## src/rtl/core/mcwt_pkg.sv

```systemverilog
// ----------------------------------------------------------------------------
// mcwt_pkg
// Shared types and constants for the multi-channel watchdog table.
// ----------------------------------------------------------------------------
`default_nettype none

package mcwt_pkg;

   // default sizing
   localparam int MCWT_CHANNELS   = 16;
   localparam int MCWT_TIME_WIDTH = 32;

   // fixed field widths on the ports
   localparam int MCWT_MODE_W  = 2;
   localparam int MCWT_CHAN_W  = 4;
   localparam int MCWT_STAMP_W = 32;

   // command queue depth between front and back
   localparam int MCWT_QUEUE_DEPTH = 2;

   // request modes
   localparam logic [MCWT_MODE_W-1:0] OP_CHECK = 2'd0;
   localparam logic [MCWT_MODE_W-1:0] OP_START = 2'd1;
   localparam logic [MCWT_MODE_W-1:0] OP_STOP  = 2'd2;
   localparam logic [MCWT_MODE_W-1:0] OP_KICK  = 2'd3;

   // result kinds
   localparam logic KIND_ACK    = 1'b0;
   localparam logic KIND_REPORT = 1'b1;

   // classified command control word
   typedef struct packed {
      logic [MCWT_MODE_W-1:0] op;
      logic                   in_range;
      logic [MCWT_CHAN_W-1:0] channel;
   } mcwt_ctrl_type;

   localparam int MCWT_CTRL_W = $bits(mcwt_ctrl_type);

endpackage

`default_nettype wire

```

## src/rtl/core/mcwt_front.sv

```systemverilog
// ----------------------------------------------------------------------------
// mcwt_front
// Request intake: decodes the mode, range-checks the channel, trims the
// time fields to the table width and registers the command for the queue.
// ----------------------------------------------------------------------------
`default_nettype none

module mcwt_front
   import mcwt_pkg::*;
#(
   parameter int CHANNELS   = MCWT_CHANNELS,
   parameter int TIME_WIDTH = MCWT_TIME_WIDTH
) (
   input  wire logic                    clock,
   input  wire logic                    reset,
   input  wire logic                    req_valid,
   output      logic                    req_ready,
   input  wire logic [MCWT_MODE_W-1:0]  req_mode,
   input  wire logic [MCWT_CHAN_W-1:0]  req_channel,
   input  wire logic [MCWT_STAMP_W-1:0] req_timeout,
   input  wire logic [MCWT_STAMP_W-1:0] req_stamp,
   output      logic                    cmd_valid,
   input  wire logic                    cmd_ready,
   output      mcwt_ctrl_type           cmd_ctrl,
   output      logic [TIME_WIDTH-1:0]   cmd_timeout,
   output      logic [TIME_WIDTH-1:0]   cmd_stamp
);

   logic                  hold_vld_ff, hold_vld_in;
   mcwt_ctrl_type         hold_ctrl_ff, hold_ctrl_in;
   logic [TIME_WIDTH-1:0] hold_tmo_ff, hold_tmo_in;
   logic [TIME_WIDTH-1:0] hold_stamp_ff, hold_stamp_in;
   logic                  take;

   // holding stage frees up when empty or draining into the queue
   assign req_ready = !hold_vld_ff || cmd_ready;
   assign take      = req_valid && req_ready;

   // classify the incoming beat
   always_comb begin
      hold_ctrl_in.op       = req_mode;
      hold_ctrl_in.channel  = req_channel;
      hold_ctrl_in.in_range = ({{(32-MCWT_CHAN_W){1'b0}}, req_channel} < 32'(CHANNELS));
      hold_tmo_in           = TIME_WIDTH'(req_timeout);
      hold_stamp_in         = TIME_WIDTH'(req_stamp);
   end

   always_comb begin
      hold_vld_in = hold_vld_ff;
      if (take) begin
         hold_vld_in = 1'b1;
      end else if (cmd_ready) begin
         hold_vld_in = 1'b0;
      end
   end

   always_ff @(posedge clock) begin
      if (reset) begin
         hold_vld_ff <= 1'b0;
      end else begin
         hold_vld_ff <= hold_vld_in;
      end
   end

   always_ff @(posedge clock) begin
      if (take) begin
         hold_ctrl_ff  <= hold_ctrl_in;
         hold_tmo_ff   <= hold_tmo_in;
         hold_stamp_ff <= hold_stamp_in;
      end
   end

   assign cmd_valid   = hold_vld_ff;
   assign cmd_ctrl    = hold_ctrl_ff;
   assign cmd_timeout = hold_tmo_ff;
   assign cmd_stamp   = hold_stamp_ff;

endmodule

`default_nettype wire

```

## src/rtl/core/mcwt_queue.sv

```systemverilog
// ----------------------------------------------------------------------------
// mcwt_queue
// Small FIFO of classified commands between the front and the back.
// ----------------------------------------------------------------------------
`default_nettype none

module mcwt_queue
   import mcwt_pkg::*;
#(
   parameter int WIDTH = MCWT_CTRL_W,
   parameter int DEPTH = MCWT_QUEUE_DEPTH
) (
   input  wire logic             clock,
   input  wire logic             reset,
   input  wire logic             push_valid,
   output      logic             push_ready,
   input  wire logic [WIDTH-1:0] push_data,
   output      logic             pop_valid,
   input  wire logic             pop_ready,
   output      logic [WIDTH-1:0] pop_data
);

   localparam int ADDR_W = (DEPTH > 1) ? $clog2(DEPTH) : 1;
   localparam int CNT_W  = $clog2(DEPTH + 1);

   logic [WIDTH-1:0]  slots [DEPTH];
   logic [ADDR_W-1:0] wr_ptr_ff, wr_ptr_in;
   logic [ADDR_W-1:0] rd_ptr_ff, rd_ptr_in;
   logic [CNT_W-1:0]  count_ff, count_in;
   logic              push, pop;

   assign push_ready = (count_ff != CNT_W'(DEPTH));
   assign pop_valid  = (count_ff != '0);
   assign push       = push_valid && push_ready;
   assign pop        = pop_valid && pop_ready;
   assign pop_data   = slots[rd_ptr_ff];

   // pointer wrap and occupancy
   always_comb begin
      wr_ptr_in = wr_ptr_ff;
      rd_ptr_in = rd_ptr_ff;
      count_in  = count_ff;
      if (push) begin
         wr_ptr_in = (wr_ptr_ff == ADDR_W'(DEPTH - 1)) ? '0 : wr_ptr_ff + 1'b1;
      end
      if (pop) begin
         rd_ptr_in = (rd_ptr_ff == ADDR_W'(DEPTH - 1)) ? '0 : rd_ptr_ff + 1'b1;
      end
      if (push && !pop) begin
         count_in = count_ff + 1'b1;
      end else if (pop && !push) begin
         count_in = count_ff - 1'b1;
      end
   end

   always_ff @(posedge clock) begin
      if (reset) begin
         wr_ptr_ff <= '0;
         rd_ptr_ff <= '0;
         count_ff  <= '0;
      end else begin
         wr_ptr_ff <= wr_ptr_in;
         rd_ptr_ff <= rd_ptr_in;
         count_ff  <= count_in;
      end
   end

   always_ff @(posedge clock) begin
      if (push) begin
         slots[wr_ptr_ff] <= push_data;
      end
   end

endmodule

`default_nettype wire

```

## src/rtl/core/mcwt_back.sv

```systemverilog
// ----------------------------------------------------------------------------
// mcwt_back
// Channel table and executor: applies start/stop/kick to the table and
// walks one channel per cycle on a check unless stalled, reporting timeouts.
// ----------------------------------------------------------------------------
`default_nettype none

module mcwt_back
   import mcwt_pkg::*;
#(
   parameter int CHANNELS   = MCWT_CHANNELS,
   parameter int TIME_WIDTH = MCWT_TIME_WIDTH
) (
   input  wire logic                    clock,
   input  wire logic                    reset,
   input  wire logic                    q_valid,
   output      logic                    q_pop,
   input  wire mcwt_ctrl_type           q_ctrl,
   input  wire logic [TIME_WIDTH-1:0]   q_timeout,
   input  wire logic [TIME_WIDTH-1:0]   q_stamp,
   output      logic                    rsp_valid,
   input  wire logic                    rsp_ready,
   output      logic                    rsp_kind,
   output      logic [MCWT_CHAN_W-1:0]  rsp_channel_out,
   output      logic                    rsp_ok,
   output      logic [MCWT_STAMP_W-1:0] rsp_last_reset_time,
   output      logic                    rsp_last
);

   localparam int CH_W  = (CHANNELS > 1) ? $clog2(CHANNELS) : 1;
   localparam int CNT_W = $clog2(CHANNELS + 1);

   localparam logic ST_IDLE = 1'b0;
   localparam logic ST_SCAN = 1'b1;

   // table storage
   logic [TIME_WIDTH-1:0] dur_mem [CHANNELS];
   logic [TIME_WIDTH-1:0] lrt_mem [CHANNELS];
   logic [CHANNELS-1:0]   active_ff, active_in;

   logic                  state_ff, state_in;
   logic [CNT_W-1:0]      scan_idx_ff, scan_idx_in;
   logic [TIME_WIDTH-1:0] now_ff, now_in;

   // read stage
   logic                  rd_vld_ff, rd_vld_in;
   logic [CH_W-1:0]       rd_idx_ff, rd_idx_in;
   logic                  rd_act_ff, rd_act_in;
   logic [TIME_WIDTH-1:0] rd_dur_ff, rd_lrt_ff;

   // report waiting to learn whether it is the final one
   logic                   pend_vld_ff, pend_vld_in;
   logic [MCWT_CHAN_W-1:0] pend_ch_ff, pend_ch_in;
   logic [TIME_WIDTH-1:0]  pend_lrt_ff, pend_lrt_in;

   // output register
   logic                    rsp_valid_ff, rsp_valid_in;
   logic                    rsp_kind_ff, rsp_kind_in;
   logic [MCWT_CHAN_W-1:0]  rsp_ch_ff, rsp_ch_in;
   logic                    rsp_ok_ff, rsp_ok_in;
   logic [MCWT_STAMP_W-1:0] rsp_lrt_ff, rsp_lrt_in;
   logic                    rsp_last_ff, rsp_last_in;
   logic                    out_load;

   logic                  out_free, hit, adv, issue_done, scan_end, rd_en;
   logic [CH_W-1:0]       ch_idx, rd_addr;
   logic [TIME_WIDTH:0]   deadline;
   logic                  dur_we, lrt_we;
   logic [TIME_WIDTH-1:0] dur_wdata;

   assign out_free   = !rsp_valid_ff || rsp_ready;
   assign ch_idx     = CH_W'(q_ctrl.channel);
   assign rd_addr    = scan_idx_ff[CH_W-1:0];
   assign issue_done = (scan_idx_ff == CNT_W'(CHANNELS));

   // expiry test at one bit above the time width
   assign deadline = {1'b0, rd_lrt_ff} + {1'b0, rd_dur_ff};
   assign hit      = rd_vld_ff && rd_act_ff && (deadline < {1'b0, now_ff});

   // a second hit has to push the held report out first
   assign adv      = !(hit && pend_vld_ff) || out_free;
   assign scan_end = (state_ff == ST_SCAN) && issue_done && !rd_vld_ff;
   assign rd_en    = (state_ff == ST_SCAN) && adv && !issue_done;
   assign q_pop    = (state_ff == ST_IDLE) && q_valid && out_free;

   // sequencer
   always_comb begin
      state_in    = state_ff;
      scan_idx_in = scan_idx_ff;
      now_in      = now_ff;
      active_in   = active_ff;
      rd_vld_in   = rd_vld_ff;
      rd_idx_in   = rd_idx_ff;
      rd_act_in   = rd_act_ff;
      pend_vld_in = pend_vld_ff;
      pend_ch_in  = pend_ch_ff;
      pend_lrt_in = pend_lrt_ff;
      dur_we      = 1'b0;
      lrt_we      = 1'b0;
      dur_wdata   = q_timeout;
      out_load    = 1'b0;
      rsp_kind_in = KIND_ACK;
      rsp_ch_in   = q_ctrl.channel;
      rsp_ok_in   = 1'b0;
      rsp_lrt_in  = '0;
      rsp_last_in = 1'b1;

      unique case (state_ff)
         ST_IDLE: begin
            if (q_pop) begin
               if (q_ctrl.op == OP_CHECK) begin
                  state_in    = ST_SCAN;
                  scan_idx_in = '0;
                  now_in      = q_stamp;
                  pend_vld_in = 1'b0;
                  rd_vld_in   = 1'b0;
               end else begin
                  out_load = 1'b1;
                  unique case (q_ctrl.op)
                     OP_START: begin
                        if (q_ctrl.in_range && !active_ff[ch_idx]) begin
                           active_in[ch_idx] = 1'b1;
                           dur_we            = 1'b1;
                           lrt_we            = 1'b1;
                           rsp_ok_in         = 1'b1;
                        end
                     end
                     OP_STOP: begin
                        if (q_ctrl.in_range && active_ff[ch_idx]) begin
                           active_in[ch_idx] = 1'b0;
                           rsp_ok_in         = 1'b1;
                        end
                     end
                     OP_KICK: begin
                        if (q_ctrl.in_range) begin
                           if (!active_ff[ch_idx]) begin
                              active_in[ch_idx] = 1'b1;
                              dur_we            = 1'b1;
                              dur_wdata         = '0;
                           end
                           lrt_we    = 1'b1;
                           rsp_ok_in = 1'b1;
                        end
                     end
                     default: begin
                     end
                  endcase
               end
            end
         end
         ST_SCAN: begin
            // issue one table read per cycle while the walk can advance
            if (adv) begin
               if (!issue_done) begin
                  rd_vld_in   = 1'b1;
                  rd_idx_in   = rd_addr;
                  rd_act_in   = active_ff[rd_addr];
                  scan_idx_in = scan_idx_ff + 1'b1;
               end else begin
                  rd_vld_in = 1'b0;
               end
               // evaluate the entry held in the read stage
               if (hit) begin
                  if (pend_vld_ff) begin
                     out_load    = 1'b1;
                     rsp_kind_in = KIND_REPORT;
                     rsp_ch_in   = pend_ch_ff;
                     rsp_ok_in   = 1'b1;
                     rsp_lrt_in  = MCWT_STAMP_W'(pend_lrt_ff);
                     rsp_last_in = 1'b0;
                  end
                  pend_vld_in = 1'b1;
                  pend_ch_in  = MCWT_CHAN_W'(rd_idx_ff);
                  pend_lrt_in = rd_lrt_ff;
               end
            end
            // walk finished: flush held report as final, or report empty
            if (scan_end && out_free) begin
               out_load    = 1'b1;
               state_in    = ST_IDLE;
               pend_vld_in = 1'b0;
               if (pend_vld_ff) begin
                  rsp_kind_in = KIND_REPORT;
                  rsp_ch_in   = pend_ch_ff;
                  rsp_ok_in   = 1'b1;
                  rsp_lrt_in  = MCWT_STAMP_W'(pend_lrt_ff);
               end else begin
                  rsp_kind_in = KIND_ACK;
                  rsp_ch_in   = '0;
               end
               rsp_last_in = 1'b1;
            end
         end
         default: begin
            state_in = ST_IDLE;
         end
      endcase
   end

   always_comb begin
      rsp_valid_in = rsp_valid_ff;
      if (out_load) begin
         rsp_valid_in = 1'b1;
      end else if (rsp_ready) begin
         rsp_valid_in = 1'b0;
      end
   end

   // control state
   always_ff @(posedge clock) begin
      if (reset) begin
         state_ff     <= ST_IDLE;
         active_ff    <= '0;
         rd_vld_ff    <= 1'b0;
         pend_vld_ff  <= 1'b0;
         rsp_valid_ff <= 1'b0;
         scan_idx_ff  <= '0;
      end else begin
         state_ff     <= state_in;
         active_ff    <= active_in;
         rd_vld_ff    <= rd_vld_in;
         pend_vld_ff  <= pend_vld_in;
         rsp_valid_ff <= rsp_valid_in;
         scan_idx_ff  <= scan_idx_in;
      end
   end

   // payload
   always_ff @(posedge clock) begin
      now_ff      <= now_in;
      rd_idx_ff   <= rd_idx_in;
      rd_act_ff   <= rd_act_in;
      pend_ch_ff  <= pend_ch_in;
      pend_lrt_ff <= pend_lrt_in;
      if (out_load) begin
         rsp_kind_ff <= rsp_kind_in;
         rsp_ch_ff   <= rsp_ch_in;
         rsp_ok_ff   <= rsp_ok_in;
         rsp_lrt_ff  <= rsp_lrt_in;
         rsp_last_ff <= rsp_last_in;
      end
   end

   // timeout and last-reset memories, registered read
   always_ff @(posedge clock) begin
      if (dur_we) begin
         dur_mem[ch_idx] <= dur_wdata;
      end
      if (lrt_we) begin
         lrt_mem[ch_idx] <= q_stamp;
      end
      if (rd_en) begin
         rd_dur_ff <= dur_mem[rd_addr];
         rd_lrt_ff <= lrt_mem[rd_addr];
      end
   end

   assign rsp_valid           = rsp_valid_ff;
   assign rsp_kind            = rsp_kind_ff;
   assign rsp_channel_out     = rsp_ch_ff;
   assign rsp_ok              = rsp_ok_ff;
   assign rsp_last_reset_time = rsp_lrt_ff;
   assign rsp_last            = rsp_last_ff;

endmodule

`default_nettype wire

```

## src/rtl/core/multi_channel_watchdog_table_core.sv

```systemverilog
// ----------------------------------------------------------------------------
// multi_channel_watchdog_table_core
// Table of watchdog channels: start, stop and kick channels, and check
// all active channels for expiry against a time stamp.
//
//   channel | dir | handshake            | payload
//   --------+-----+----------------------+------------------------------------
//   req     | in  | req_valid/req_ready  | mode, channel, timeout, stamp
//   rsp     | out | rsp_valid/rsp_ready  | kind, channel_out, ok,
//           |     |                      | last_reset_time, last
//
// Start, stop and kick are applied in the back end when popped; the result
// beat passes the front register, the queue and the back output register.
// A check walks the table through the single memory read port, one channel
// per cycle unless stalled as below.
// Reset clears the active map; no clearing pass is needed.
// A report stalls the walk only when the output register is still full
// and a further expired channel is found; the closing beat waits for the
// output register. The front keeps taking requests until the queue fills.
// ----------------------------------------------------------------------------
`default_nettype none

module multi_channel_watchdog_table_core
   import mcwt_pkg::*;
#(
   parameter int CHANNELS   = MCWT_CHANNELS,
   parameter int TIME_WIDTH = MCWT_TIME_WIDTH
) (
   input  wire logic                    clock,
   input  wire logic                    reset,
   input  wire logic                    req_valid,
   output      logic                    req_ready,
   input  wire logic [MCWT_MODE_W-1:0]  req_mode,
   input  wire logic [MCWT_CHAN_W-1:0]  req_channel,
   input  wire logic [MCWT_STAMP_W-1:0] req_timeout,
   input  wire logic [MCWT_STAMP_W-1:0] req_stamp,
   output      logic                    rsp_valid,
   input  wire logic                    rsp_ready,
   output      logic                    rsp_kind,
   output      logic [MCWT_CHAN_W-1:0]  rsp_channel_out,
   output      logic                    rsp_ok,
   output      logic [MCWT_STAMP_W-1:0] rsp_last_reset_time,
   output      logic                    rsp_last
);

   localparam int QW = MCWT_CTRL_W + 2 * TIME_WIDTH;

   logic                  f_valid, f_ready;
   mcwt_ctrl_type         f_ctrl;
   logic [TIME_WIDTH-1:0] f_timeout, f_stamp;

   logic                  q_valid, q_pop;
   logic [QW-1:0]         q_data;
   mcwt_ctrl_type         q_ctrl;
   logic [TIME_WIDTH-1:0] q_timeout, q_stamp;

   mcwt_front #(
      .CHANNELS   (CHANNELS),
      .TIME_WIDTH (TIME_WIDTH)
   ) u_front (
      .clock       (clock),
      .reset       (reset),
      .req_valid   (req_valid),
      .req_ready   (req_ready),
      .req_mode    (req_mode),
      .req_channel (req_channel),
      .req_timeout (req_timeout),
      .req_stamp   (req_stamp),
      .cmd_valid   (f_valid),
      .cmd_ready   (f_ready),
      .cmd_ctrl    (f_ctrl),
      .cmd_timeout (f_timeout),
      .cmd_stamp   (f_stamp)
   );

   mcwt_queue #(
      .WIDTH (QW),
      .DEPTH (MCWT_QUEUE_DEPTH)
   ) u_queue (
      .clock      (clock),
      .reset      (reset),
      .push_valid (f_valid),
      .push_ready (f_ready),
      .push_data  ({f_ctrl, f_timeout, f_stamp}),
      .pop_valid  (q_valid),
      .pop_ready  (q_pop),
      .pop_data   (q_data)
   );

   // unpack queue entry
   assign q_ctrl    = q_data[QW-1 -: MCWT_CTRL_W];
   assign q_timeout = q_data[2*TIME_WIDTH-1 -: TIME_WIDTH];
   assign q_stamp   = q_data[TIME_WIDTH-1:0];

   mcwt_back #(
      .CHANNELS   (CHANNELS),
      .TIME_WIDTH (TIME_WIDTH)
   ) u_back (
      .clock               (clock),
      .reset               (reset),
      .q_valid             (q_valid),
      .q_pop               (q_pop),
      .q_ctrl              (q_ctrl),
      .q_timeout           (q_timeout),
      .q_stamp             (q_stamp),
      .rsp_valid           (rsp_valid),
      .rsp_ready           (rsp_ready),
      .rsp_kind            (rsp_kind),
      .rsp_channel_out     (rsp_channel_out),
      .rsp_ok              (rsp_ok),
      .rsp_last_reset_time (rsp_last_reset_time),
      .rsp_last            (rsp_last)
   );

endmodule

`default_nettype wire

```

## config.mk

```make
export PLATFORM = sky130hd
export DESIGN_NAME = multi_channel_watchdog_table_core
export DESIGN_NICKNAME = d
export VERILOG_FILES = /design/src/rtl/core/mcwt_pkg.sv /design/src/rtl/core/mcwt_front.sv /design/src/rtl/core/mcwt_queue.sv /design/src/rtl/core/mcwt_back.sv /design/src/rtl/core/multi_channel_watchdog_table_core.sv
export SDC_FILE = /design/constraint.sdc
export NUM_CORES = 1
export LEC_CHECK = 0
export ABC_AREA = 1
export BUFFER_PORTS_ARGS = -buffer_cell sky130_fd_sc_hd__buf_2
export CORE_AREA = 2 2 403 365
export DETAILED_ROUTE_END_ITERATION = 8
export DIE_AREA = 0 0 405 367
export PLACE_DENSITY = 0.54
export RECOVER_POWER = 25
export SYNTH_ARGS = -nofsm -noshare
export SYNTH_HDL_FRONTEND = slang
export SYNTH_HIERARCHICAL = 1
export SYNTH_SLANG_ARGS = --single-unit
```

## constraint.sdc

```tcl
create_clock -name clock -period 5.8 [get_ports clock]
set_input_delay 0.87 -clock clock [delete_from_list [all_inputs] [get_ports clock]]
set_output_delay 0.87 -clock clock [all_outputs]
set_load 0.05 [all_outputs]
```

==> metrics.csv <==
metric,value,unit
status,"finished, violations left",
violations,"max-capacitance violations, max-slew violations",
clkTransAtPathRegs,60,ps
placed_area,60400,um^2
htreeDepth,4,
gp_congestion,0.876,
critPathArrivalTime,5350,ps
cap_violations,4,
crit_start,u_back/rd_lrt_ff[0]$_DFFE_PP_,
cts_hold_buffers,0,
setup_viol,0,
vias_per_cell,5.40,
clockBufferDepth,3,
avgSynthCellArea,13.9,um^2
cp_slowest_cell,nor2_4,
final_area,65000,um^2
dp_hpwl,86700,um
fp.dieW,405,um
max_stage_delay,510,ps
synth-edff-count,1412,
synth_flop_cell,edfxtp_1,
min_path_type,input port to register,
synth_cell_types,53,
crit_fanout,20,
syn_nets,4264,
cp.required,6260,ps
drtPass1Iterations,6,
core_area,145000,um^2
cts_buffers,155,
grt_pass1_wl,226000,um
crit_top_cell,nand2_1,
rr_startpoint,u_back/rd_lrt_ff[0]$_DFFE_PP_,
p_clk_share,28.7,%
ir_drop,0.000323,V
portBuffers,114,
vias,34100,
p_seq_share,41.5,%
cts_root_buf,clkbuf_16,
syn_area,57400,um^2
initial_core_util,39.6,%
die-area,149000,um^2
slew_viol_final,135,
power_density,504,nW/um^2
cts.sinks,1443,
post-cts-setup-buffers,0,
antenna_found_initial,4,
rsz0062_at_grt,false,
drive_gt1_share,12.4,%
fin_crit_sh,84.4,%
synthToLayoutAreaGrowth,13.4,%
grt_max_degree,188,
multi_input_area,12800,um^2
synth_warnings,6,
hp-start,req_stamp[31],
tightest_slew,2450,ps
swShare,36.1,%
cts_resized,0,
routedWlPerCell,24.6,um
regArea,43000,um^2
crit_buf_inv,4,
cts_tree,done,
critPathCaptureType,register,
fin_skew,26.6,ps
grt_pass1_vias,32200,
synthArstFlopShare,0,%
p_switching,11.8,mW
drt_iter0_drc,3309,
track_usage,20.8,%
synth_cells,4123,
crit_family,compound AO/OA/AOI/OAI gates,
drcViolationCount,0,
fin_tns_setup,0,ps
fillers,13000,
rows,133,
relSlewSlack,-63.1,%
p_leak,21.8,nW
p_int,21.0,mW
cp-start-kind,register,
fmax,0.204,GHz
pin_count,115,
yosys_register_bits,1443,
clock_latency,780,ps
routed_wl,156000,um
antenna_left,0,
criticalPathCategory,register to register,
period_needed,4890,ps
grt-ovfl-total,0,
seq_area_frac_synth,75.0,%
die_h,367,um
hold_viol,0,
combinationalPowerShare,29.8,%
final_nets,4378,
layout make-up:
type	instances	share of cell area (%)
Tap cell	1957	3.77
Inverter	185	1.09
Sequential cell	1443	66.2
Clock buffer	203	6.39
Clock inverter	67	0.983
Antenna cell	6	0.0231
Timing Repair Buffer	192	1.93
Multi-Input combinational cell	2260	19.7
worst register-to-register path: stages (launching register included):
cell and delay [ps]:
edfxtp_1 340, ha_1 170, inv_1 60, fa_1 400, inv_1 70, nand3_1 70, nand2_2 110, a21oi_4 70
o21ai_2 200, a21boi_1 160, inv_1 100, a21oi_1 90, o21bai_1 270, a21oi_1 150, xnor2_1 150, ha_1 290
a21oi_1 120, o21ai_0 100, nor2_1 110, nand2_1 90, nand2_1 80, nand2_1 60, nand2_1 70, nand2_2 80
a21boi_4 230, nand2_1 130, nor2_4 510, buf_12 270
synthesized netlist by cell type, types with 8 or more instances:
| cell type | count | share of area [%] |
|---|---|---|
| a21oi_1 | 91 | 0.79 |
| buf_1 | 29 | 0.19 |
| buf_2 | 15 | 0.13 |
| clkbuf_1 | 177 | 1.2 |
| dfxtp_1 | 31 | 1.1 |
| edfxtp_1 | 1412 | 74 |
| ha_1 | 66 | 1.4 |
| inv_1 | 175 | 1.1 |
| inv_2 | 8 | 0.052 |
| mux2_4 | 70 | 1.8 |
| nand2_1 | 284 | 1.9 |
| nand3_1 | 131 | 1.1 |
| nand4_1 | 10 | 0.11 |
| nor2_1 | 624 | 4.1 |
| nor3b_2 | 29 | 0.63 |
| o211ai_1 | 36 | 0.47 |
| o21ai_0 | 558 | 4.9 |
| o221ai_1 | 94 | 1.4 |
| o22ai_1 | 167 | 1.8 |
| xnor2_1 | 14 | 0.21 |
| xor2_1 | 16 | 0.24 |
registers in the layout (all words and copies together) (netlist names), 2 cells and up, named ones only:
signal,cells
u_front/cmd_timeout,32
u_back/dur_mem,512
u_front/cmd_ctrl,6
u_back/rsp_last_reset_time,32
u_back/now_ff,32
u_back/pend_lrt_ff,32
u_back/pend_ch_ff,4
u_back/rd_idx_ff,4
u_queue/slots,142
u_queue/count_ff,2
u_back/lrt_mem,512
u_back/rsp_channel_out,4
u_back/rd_lrt_ff,32
u_front/cmd_stamp,32
u_back/scan_idx_ff,5
u_back/rd_dur_ff,32
power groups by stage:
stage | clock network (mW) | registers [mW] | logic (mW)
floorplan | 0 | 13.9 | 5.81
global placement | 0 | 13.8 | 9.75
detailed placement | 0 | 13.8 | 9.78
CTS | 9.64 | 13.6 | 9.81
global route | 10.1 | 13.7 | 10.7
finish | 9.43 | 13.6 | 9.75
final timing paths:
check,endpoint,slack (ps),depth (start not counted)
setup / recovery,u_back/pend_lrt_ff[12]$_DFFE_PP_,910,27
hold / removal,u_front/cmd_stamp[31]$_DFFE_PP_,270,1
setup reg to reg,u_back/pend_lrt_ff[12]$_DFFE_PP_,910,27
hold reg to reg,u_back/pend_ch_ff[2]$_DFFE_PP_,420,0
layer usage:
| metal | share of wire, % | GRT usage, % | vias to the layer above |
|---|---|---|---|
| met4 | 3.0 | 6.57 | 0 |
| met1 | 47 | 31.2 | 17200 |
| met5 | 0 | 0 | - |
| li1 | - | - | 15500 |
| met3 | 9.0 | 6.17 | 241 |
| met2 | 41 | 28.8 | 1146 |
cell families after synthesis:
logic type	Yosys count	synth area share, %
adder cells (fa/ha/maj)	67	1.47
AND/OR/NAND/NOR	1103	8.16
AO/OA/AOI/OAI	988	10.0
multiplexers	71	1.85
buffers and inverters	420	3.06
other	1	0.00654
flip-flops	1443	75.0
XOR/XNOR	30	0.458
stage by stage:
step	power, mW	utilization, %	hold slack (ps)	setup WS [ps]	cells
2_1_floorplan	19.8	-	400	952	4123
3_3_place_gp	23.6	41.6	402	922	6037
3_5_place_dp	23.6	41.6	407	907	6037
4_1_cts	33.1	45.0	203	893	6307
5_1_grt	34.4	44.9	229	438	6307
6_report	32.8	44.9	267	906	6313
cell usage in the layout, fill, tap and decap left out, drive strengths merged:
| cell type | instances |
|---|---|
| o21bai | 2 |
| a21oi | 98 |
| buf | 187 |
| edfxtp | 1412 |
| o22ai | 167 |
| xor2 | 16 |
| o21a | 3 |
| a221oi | 1 |
| dfxtp | 31 |
| ha | 66 |
| o221ai | 94 |
| o311ai | 1 |
| nor4 | 1 |
| diode | 6 |
| clkinvlp | 6 |
| mux2 | 71 |
| o21ai | 569 |
| xnor2 | 14 |
| o211ai | 36 |
| nand2 | 292 |
| bufinv | 8 |
| clkbuf | 208 |
| nand4 | 12 |
| nand3 | 132 |
| a21o | 3 |
| inv | 192 |
| a211oi | 2 |
| nor3b | 32 |
| a31oi | 7 |
| clkinv | 46 |
| conb | 1 |
| fa | 1 |
| nor2 | 626 |
| a21boi | 5 |
| nor3 | 7 |
| nor4b | 1 |
Power figures use the tool's default switching activity.
